<file path="src/hdl/ukfq_pkg.sv">
`timescale 1ns / 1ps
// Shared types and constants of the unique-key FIFO queue.
package ukfq_pkg;

    localparam int QUEUE_DEPTH = 16;
    localparam int IDX_W       = $clog2(QUEUE_DEPTH);
    localparam int CNT_W       = $clog2(QUEUE_DEPTH + 1);
    localparam int KEY_W       = 32;
    localparam int VAL_W       = 32;
    localparam int ENTRY_W     = KEY_W + VAL_W;
    localparam int OCC_W       = 5;

    localparam logic MODE_ENQ = 1'b0;
    localparam logic MODE_DEQ = 1'b1;

    typedef enum logic [1:0] {
        ST_OK    = 2'd0,
        ST_DUP   = 2'd1,
        ST_FULL  = 2'd2,
        ST_EMPTY = 2'd3
    } status_t;

    typedef enum logic [1:0] {
        S_IDLE,
        S_SCAN,
        S_READ,
        S_DONE
    } state_t;

    typedef struct packed {
        logic                    mode;
        logic signed [KEY_W-1:0] key;
        logic signed [VAL_W-1:0] value;
    } req_t;

    typedef struct packed {
        status_t                 status;
        logic signed [KEY_W-1:0] out_key;
        logic signed [VAL_W-1:0] out_value;
        logic [OCC_W-1:0]        occupancy;
        logic                    is_empty;
    } rsp_t;

endpackage

</file>
<file path="src/hdl/ukfq_ram.sv">
`timescale 1ns / 1ps
// Simple dual-port RAM with one write port and one registered read port.
module ukfq_ram #(
    parameter int WIDTH = 64,
    parameter int DEPTH = 16
) (
    input  logic                     clk,
    input  logic                     wr_en,
    input  logic [$clog2(DEPTH)-1:0] wr_addr,
    input  logic [WIDTH-1:0]         wr_data,
    input  logic                     rd_en,
    input  logic [$clog2(DEPTH)-1:0] rd_addr,
    output logic [WIDTH-1:0]         rd_data
);

    logic [WIDTH-1:0] mem [DEPTH];
    logic [WIDTH-1:0] rd_data_reg;

    always_ff @(posedge clk)
    begin
        if (wr_en)
        begin
            mem[wr_addr] <= wr_data;
        end
    end

    always_ff @(posedge clk)
    begin
        if (rd_en)
        begin
            rd_data_reg <= mem[rd_addr];
        end
    end

    assign rd_data = rd_data_reg;

endmodule

</file>
<file path="src/hdl/ukfq_ctrl.sv">
`timescale 1ns / 1ps
// Sequencer of the queue: pointers, key scan with one shared comparator, and commit.
module ukfq_ctrl (
    input  logic                     clk,
    input  logic                     rst_n,
    input  logic                     req_valid,
    output logic                     req_stall,
    input  ukfq_pkg::req_t           req_data,
    output logic                     res_valid,
    input  logic                     res_take,
    output ukfq_pkg::rsp_t           res_data,
    output logic                     wr_en,
    output logic [ukfq_pkg::IDX_W-1:0]   wr_addr,
    output logic [ukfq_pkg::ENTRY_W-1:0] wr_data,
    output logic                     rd_en,
    output logic [ukfq_pkg::IDX_W-1:0]   rd_addr,
    input  logic [ukfq_pkg::ENTRY_W-1:0] rd_data
);

    import ukfq_pkg::*;

    state_t                  state_reg, state_next;
    logic signed [KEY_W-1:0] key_reg, key_next;
    logic signed [VAL_W-1:0] value_reg, value_next;
    logic [IDX_W-1:0]        head_reg, head_next;
    logic [IDX_W-1:0]        tail_reg, tail_next;
    logic [IDX_W-1:0]        pos_reg, pos_next;
    logic [CNT_W-1:0]        count_reg, count_next;
    logic [CNT_W-1:0]        issued_reg, issued_next;
    logic                    pend_reg, pend_next;
    status_t                 status_reg, status_next;
    logic signed [KEY_W-1:0] okey_reg, okey_next;
    logic signed [VAL_W-1:0] oval_reg, oval_next;

    logic accept;
    logic match;
    logic scan_end;
    logic issue;
    logic is_full;
    logic commit;

    function automatic logic [IDX_W-1:0] next_slot(input logic [IDX_W-1:0] i);
        logic [IDX_W-1:0] n;
        begin
            if (i == IDX_W'(QUEUE_DEPTH - 1))
            begin
                n = '0;
            end
            else
            begin
                n = i + 1'b1;
            end
            return n;
        end
    endfunction

    assign accept   = req_valid && (state_reg == S_IDLE);
    assign is_full  = (count_reg == CNT_W'(QUEUE_DEPTH));
    // The read issued last cycle is compared now, one stored key per cycle.
    assign match    = pend_reg && (rd_data[ENTRY_W-1:VAL_W] == key_reg);
    assign scan_end = (state_reg == S_SCAN) && (match || (issued_reg == count_reg));
    assign issue    = (state_reg == S_SCAN) && !match && (issued_reg != count_reg);

    // Next state.
    always_comb
    begin
        state_next = state_reg;
        case (state_reg)
            S_IDLE:
            begin
                if (req_valid)
                begin
                    if (count_reg == '0)
                    begin
                        state_next = S_DONE;
                    end
                    else if (req_data.mode == MODE_DEQ)
                    begin
                        state_next = S_READ;
                    end
                    else
                    begin
                        state_next = S_SCAN;
                    end
                end
            end
            S_SCAN:
            begin
                if (scan_end)
                begin
                    state_next = S_DONE;
                end
            end
            S_READ:
            begin
                state_next = S_DONE;
            end
            S_DONE:
            begin
                if (res_take)
                begin
                    state_next = S_IDLE;
                end
            end
            default:
            begin
                state_next = S_IDLE;
            end
        endcase
    end

    // Outputs and memory control.
    always_comb
    begin
        req_stall = (state_reg != S_IDLE);
        res_valid = (state_reg == S_DONE);

        commit = (accept && (req_data.mode == MODE_ENQ) && (count_reg == '0))
              || (scan_end && !match && !is_full);

        wr_en   = commit;
        wr_addr = tail_reg;
        if (state_reg == S_IDLE)
        begin
            wr_data = {req_data.key, req_data.value};
        end
        else
        begin
            wr_data = {key_reg, value_reg};
        end

        rd_en = (accept && (req_data.mode == MODE_DEQ) && (count_reg != '0)) || issue;
        if (state_reg == S_IDLE)
        begin
            rd_addr = head_reg;
        end
        else
        begin
            rd_addr = pos_reg;
        end

        res_data.status    = status_reg;
        res_data.out_key   = okey_reg;
        res_data.out_value = oval_reg;
        res_data.occupancy = OCC_W'(count_reg);
        res_data.is_empty  = (count_reg == '0);
    end

    // Datapath next values.
    always_comb
    begin
        key_next    = key_reg;
        value_next  = value_reg;
        head_next   = head_reg;
        tail_next   = tail_reg;
        pos_next    = pos_reg;
        count_next  = count_reg;
        issued_next = issued_reg;
        pend_next   = 1'b0;
        status_next = status_reg;
        okey_next   = okey_reg;
        oval_next   = oval_reg;

        if (accept)
        begin
            key_next    = req_data.key;
            value_next  = req_data.value;
            pos_next    = head_reg;
            issued_next = '0;
            okey_next   = '0;
            oval_next   = '0;
            if (req_data.mode == MODE_DEQ)
            begin
                status_next = (count_reg == '0) ? ST_EMPTY : ST_OK;
            end
            else
            begin
                status_next = ST_OK;
            end
        end

        if (issue)
        begin
            pend_next   = 1'b1;
            pos_next    = next_slot(pos_reg);
            issued_next = issued_reg + 1'b1;
        end

        if (scan_end)
        begin
            if (match)
            begin
                status_next = ST_DUP;
            end
            else if (is_full)
            begin
                status_next = ST_FULL;
            end
            else
            begin
                status_next = ST_OK;
            end
        end

        if (state_reg == S_READ)
        begin
            okey_next   = rd_data[ENTRY_W-1:VAL_W];
            oval_next   = rd_data[VAL_W-1:0];
            status_next = ST_OK;
            head_next   = next_slot(head_reg);
            count_next  = count_reg - 1'b1;
        end

        if (commit)
        begin
            tail_next  = next_slot(tail_reg);
            count_next = count_reg + 1'b1;
        end
    end

    always_ff @(posedge clk or negedge rst_n)
    begin
        if (!rst_n)
        begin
            state_reg  <= S_IDLE;
            head_reg   <= '0;
            tail_reg   <= '0;
            count_reg  <= '0;
            pend_reg   <= 1'b0;
        end
        else
        begin
            state_reg  <= state_next;
            head_reg   <= head_next;
            tail_reg   <= tail_next;
            count_reg  <= count_next;
            pend_reg   <= pend_next;
        end
    end

    always_ff @(posedge clk)
    begin
        key_reg     <= key_next;
        value_reg   <= value_next;
        pos_reg     <= pos_next;
        issued_reg  <= issued_next;
        status_reg  <= status_next;
        okey_reg    <= okey_next;
        oval_reg    <= oval_next;
    end

    a_count_bound: assert property (@(posedge clk) disable iff (!rst_n)
        count_reg <= CNT_W'(QUEUE_DEPTH))
        else $error("entry count exceeds queue depth");

    a_write_room: assert property (@(posedge clk) disable iff (!rst_n)
        wr_en |-> !is_full)
        else $error("write into a full queue");

    a_read_pops: assert property (@(posedge clk) disable iff (!rst_n)
        (state_reg == S_READ) |=> (count_reg == $past(count_reg) - 1'b1))
        else $error("dequeue did not decrement the entry count");

    a_empty_status: assert property (@(posedge clk) disable iff (!rst_n)
        (res_valid && (status_reg == ST_EMPTY)) |-> (count_reg == '0))
        else $error("empty status reported with stored entries");

    a_dup_no_write: assert property (@(posedge clk) disable iff (!rst_n)
        (scan_end && match) |=> (count_reg == $past(count_reg)))
        else $error("duplicate key changed the entry count");

endmodule

</file>
<file path="src/hdl/unique_key_fifo_queue.sv">
`timescale 1ns / 1ps
// Top level of the unique-key FIFO queue: sequencer, entry RAM and result register.
//
// Queue of up to QUEUE_DEPTH key and data pairs that refuses a key already stored. Each
// request transfer gives exactly one response transfer. An enqueue compares the stored keys
// one per cycle through the single read port of the entry RAM, and the request side stays
// stalled from each accepted request until its result moves into the output register. An
// enqueue or a dequeue on an empty queue skips the key scan, and a dequeue of a stored pair
// reads the head entry of the RAM first. The response waits in its own register, so the next
// request is taken while the previous response is stalled.
module unique_key_fifo_queue (
    input  logic           clk,
    input  logic           rst_n,
    input  logic           req_valid,
    output logic           req_stall,
    input  ukfq_pkg::req_t req_data,
    output logic           rsp_valid,
    input  logic           rsp_stall,
    output ukfq_pkg::rsp_t rsp_data
);

    import ukfq_pkg::*;

    logic               res_valid;
    logic               res_take;
    rsp_t               res_data;
    logic               wr_en;
    logic [IDX_W-1:0]   wr_addr;
    logic [ENTRY_W-1:0] wr_data;
    logic               rd_en;
    logic [IDX_W-1:0]   rd_addr;
    logic [ENTRY_W-1:0] rd_data;

    logic               out_valid_reg, out_valid_next;
    rsp_t               out_reg, out_next;

    ukfq_ctrl u_ctrl (
        .clk       (clk),
        .rst_n     (rst_n),
        .req_valid (req_valid),
        .req_stall (req_stall),
        .req_data  (req_data),
        .res_valid (res_valid),
        .res_take  (res_take),
        .res_data  (res_data),
        .wr_en     (wr_en),
        .wr_addr   (wr_addr),
        .wr_data   (wr_data),
        .rd_en     (rd_en),
        .rd_addr   (rd_addr),
        .rd_data   (rd_data)
    );

    ukfq_ram #(
        .WIDTH (ENTRY_W),
        .DEPTH (QUEUE_DEPTH)
    ) u_ram (
        .clk     (clk),
        .wr_en   (wr_en),
        .wr_addr (wr_addr),
        .wr_data (wr_data),
        .rd_en   (rd_en),
        .rd_addr (rd_addr),
        .rd_data (rd_data)
    );

    // A finished result moves into the output register when it is empty or being drained.
    assign res_take = res_valid && (!out_valid_reg || !rsp_stall);

    always_comb
    begin
        out_valid_next = out_valid_reg;
        out_next       = out_reg;
        if (res_take)
        begin
            out_valid_next = 1'b1;
            out_next       = res_data;
        end
        else if (!rsp_stall)
        begin
            out_valid_next = 1'b0;
        end
    end

    always_ff @(posedge clk or negedge rst_n)
    begin
        if (!rst_n)
        begin
            out_valid_reg <= 1'b0;
        end
        else
        begin
            out_valid_reg <= out_valid_next;
        end
    end

    always_ff @(posedge clk)
    begin
        out_reg <= out_next;
    end

    assign rsp_valid = out_valid_reg;
    assign rsp_data  = out_reg;

endmodule

</file>
<file path="config.mk">
export PLATFORM = sky130hd
export DESIGN_NAME = unique_key_fifo_queue
export DESIGN_NICKNAME = d
export VERILOG_FILES = /design/src/hdl/ukfq_pkg.sv /design/src/hdl/ukfq_ram.sv /design/src/hdl/ukfq_ctrl.sv /design/src/hdl/unique_key_fifo_queue.sv
export SDC_FILE = /design/constraint.sdc
export NUM_CORES = 2
export LEC_CHECK = 0
export ABC_CLOCK_PERIOD_IN_PS = 9740
export BUFFER_PORTS_ARGS = -buffer_cell sky130_fd_sc_hd__buf_2
export CORE_MARGIN = 3
export CORE_UTILIZATION = 50
export CTS_BUF_LIST = sky130_fd_sc_hd__clkbuf_4
export DETAILED_ROUTE_END_ITERATION = 16
export PLACE_DENSITY = 0.71
export SLEW_MARGIN = 30
export SYNTH_ARGS = -nofsm -noshare
export SYNTH_HDL_FRONTEND = slang
export SYNTH_SLANG_ARGS = --single-unit
</file>
<file path="constraint.sdc">
create_clock -name clk -period 9.74 [get_ports clk]
set_clock_uncertainty 0.05 [all_clocks]
set_input_delay 1.461 -clock clk [delete_from_list [all_inputs] [get_ports clk]]
set_output_delay 1.461 -clock clk [all_outputs]
set_load 0.02 [all_outputs]
</file>
==> results.md <==
* Status: finished, final reports clean
* Crit path time final at 4.81 ns
* Combinational Power Share at 30.7%
* DRC Markers at 0
* Number of synthesized flops with an enable pin at 1,297
* Post-CTS sizing at 0
* ANT nets after route at 0
* Fin Setup TNS at 0 ns
* Post-Synth Adder-Cell Area at 0.390%
* Fmax at 208 MHz
* Syn Std Cell Area at 50,100 µm²
* First-pass GRT wire length at 167,000 µm
* Synth Flop Type: edfxtp_1
* Share of post-route cells with drive strength above 1 at 34.7%
* Setup CP Type: reg2reg
* Pwr dens at ~310 nW/µm²
* CP endpoint kind: register
* Gate Count Post-Synth at 2,354
* Most frequent cells in the layout: edfxtp_1 (1,297), clkbuf_4 (480), mux4_2 (256), nand2_1 (150), buf_2 (142)
* Iter 0 DRT Violations at 2,640
* Syn-to-layout area delta at 12.6%
* Slew HR at 31.1%
* Num ports at 143
* Sequential group share of total power at around 44%
* RD Place Congestion at 0.764
* Mux cell area share after synthesis at 13.1%
* Gr ovfl total at 0
* Synth Area in Simple Gates at 3.46%
* Core area at 98,900 µm²
* Vias in the first global route at 26,800
* Vias per cell at 5.92
* Cell variety after synth at 50
* Setup crit start kind: register
* Met1 global-route usage at 30.0%
* Grt met3 use at 4.71%
* Sink Count at 1,316
* Initial Utilization at 50.7%
* First-pass iteration count of the detailed router at 5
* Clk buf depth at 4
* Compound-gate portion of the synthesized area at around 2.5%
* Most common cell after layout, fill and taps aside: edfxtp_1
* Unrepaired setup endpoints after global routing: no
* Worst-Skew Late Latency at 1.16 ns
* Net Count, Synth at 2,438
* DP Wirelength at 57,200 µm
* NetSw at 0.00559 W
* Overall routing resource usage at 22.0%
* Async S/R FF share, synth at 1.29%
* Depth of the CTS H-tree at 5
* VDD IR max at 0.244 mV
* CTS hold repair buffers at 0
* Mean Syn Cell Area at 21.3 µm²
* Largest family of logic cells by synthesized area: multiplexers
* GRT Max-Usage Layer: met2
* Port buffer count at 142
* Sw Share at a little under a third
* Largest net degree at the start of global routing at 141
* Worst slew pin tran at 1.03 ns
* Post-CTS setup buffer count at 0
* Clock share of power at 25.0%
* Yosys reg bits at approximately 1,300
* Die width at 322 µm
* TritonCTS clock tree: built
* Max FFs per register at 1,024
* Data arrival, critical path at 5.45 ns
* GR Util met2 at 35.4%
* Int Pwr at 0.0120 W
* Initial antenna violation count at 5
* Max-cap viol count at 0
* Worst EP required at about 10 ns
* Hold Path Class: in2async
* Leak Pwr at around 18 nW
* Die Y at 322 µm
* Area share of xor/xnor cells in the synthesized design at 0.700%
* R2R cell count at 11
* Syn. warnings at 0
* Crit path max fanout at 49
* Hold Violations, Final at 0
* Die area at 104,000 µm²
* Final setup fails at 0
* Reg clk slew, reported paths at 0.07 ns
* Final wirelength at 112,000 µm
* Site Rows at 115
* Via count at 25,200
* Total Power at roughly 0.018 W
* Nets at 2,842
* Crit share post-route at 49.4%
* Register area share after synthesis at 78.7%
* Drt wl/cell at around 26 µm
* Final Max Tran Viols at 0
* Cts bufs inserted at 338
* CTS Root Cell: clkbuf_4
[layer usage]
layer	part of all wire, %	vias up
met3	8.0	213
met5	0	-
met1	40	13100
met4	2.4	0
met2	49	1215
li1	-	10600
[synthesized netlist by cell type, types with 12 or more instances]
cell type,n,area [µm²]
edfxtp_1,1297,38900
mux4_2,256,5770
nand2_1,151,567
and2_1,138,863
a31oi_1,69,432
a211oi_1,65,488
mux2_2,64,721
clkbuf_1,63,236
xnor2_1,28,245
buf_2,22,110
buf_4,18,135
dfrtp_1,17,425
inv_1,16,60.1
nor2_1,16,60.1
buf_1,15,56.3
o21ai_0,15,75.1
ha_1,14,175
xor2_1,12,105
[worst paths after layout]
kind                                                       start                             end  slack [ns]
worst min-delay path                                       rst_n  u_ctrl.head_reg[2]$_DFFE_PN0P_        0.25
min in group clk                u_ctrl.okey_reg[4]$_SDFFCE_PN0P_          rsp_data[42]$_DFFE_PP_        0.37
worst max-delay path             u_ctrl.state_reg[0]$_DFFE_PN0P_      u_ram.mem[3][55]$_DFFE_PP_        4.93
max in group asynchronous                                  rst_n       u_ctrl.pend_reg$_DFF_PN0_        9.07
worst min register to register  u_ctrl.okey_reg[4]$_SDFFCE_PN0P_          rsp_data[42]$_DFFE_PP_        0.37
worst max register to register   u_ctrl.state_reg[0]$_DFFE_PN0P_      u_ram.mem[3][55]$_DFFE_PP_        4.93
[through the flow]
stage / utilization [%] / instances / cell area (µm²) / hold slack, ns / setup slack (ns)
2_1_floorplan: - / 2354 / 50100 / 0.350 / 2.38
3_3_place_gp: 52.9 / 3703 / 52300 / 0.351 / 4.99
3_5_place_dp: 53.0 / 3704 / 52400 / 0.355 / 4.87
4_1_cts: 57.0 / 4251 / 56300 / 0.137 / 4.85
5_1_grt: 57.0 / 4257 / 56400 / 0.174 / 4.64
6_report: 57.0 / 4258 / 56400 / 0.247 / 4.93
[kinds of logic after synthesis]
group	count (synthesis)
AOI/OAI and AO/OA	180
DFF	1316
adders and majority gates	15
muxes	326
buffers and inverters	135
xor gates and xnor gates	40
and+or+nand+nor	342
[worst max-delay path, stage by stage (launching register included)]
cell	delay (ns)
dfrtp_1	0.42
inv_1	0.14
ha_4	0.72
nand2_1	0.46
nor3_2	0.25
a31oi_1	0.07
a21o_1	0.22
a21oi_4	0.21
inv_4	0.12
nor3_1	0.41
and2_4	0.48
buf_4	0.80
[power by group through the flow]
stage | clock network (W) | registers, W | logic, W
after floorplan | 0 | 0.00796 | 0.00376
after global placement | 0 | 0.00789 | 0.00528
after detailed placement | 0 | 0.00791 | 0.00541
after CTS | 0.00452 | 0.00779 | 0.00543
after global routing | 0.00482 | 0.00784 | 0.00583
final | 0.00440 | 0.00778 | 0.00539
[layout make-up]
class | instances | area [µm²]
fill | 7300 | 42500
sequential | 1316 | 39400
multi-input combinational | 903 | 10200
clock buffer | 480 | 3600
tap | 1287 | 1610
timing repair buffer | 182 | 1080
clock inverter | 67 | 350
inverter | 17 | 67.6
antenna | 6 | 15.0
(Power assumes the default switching activity.)
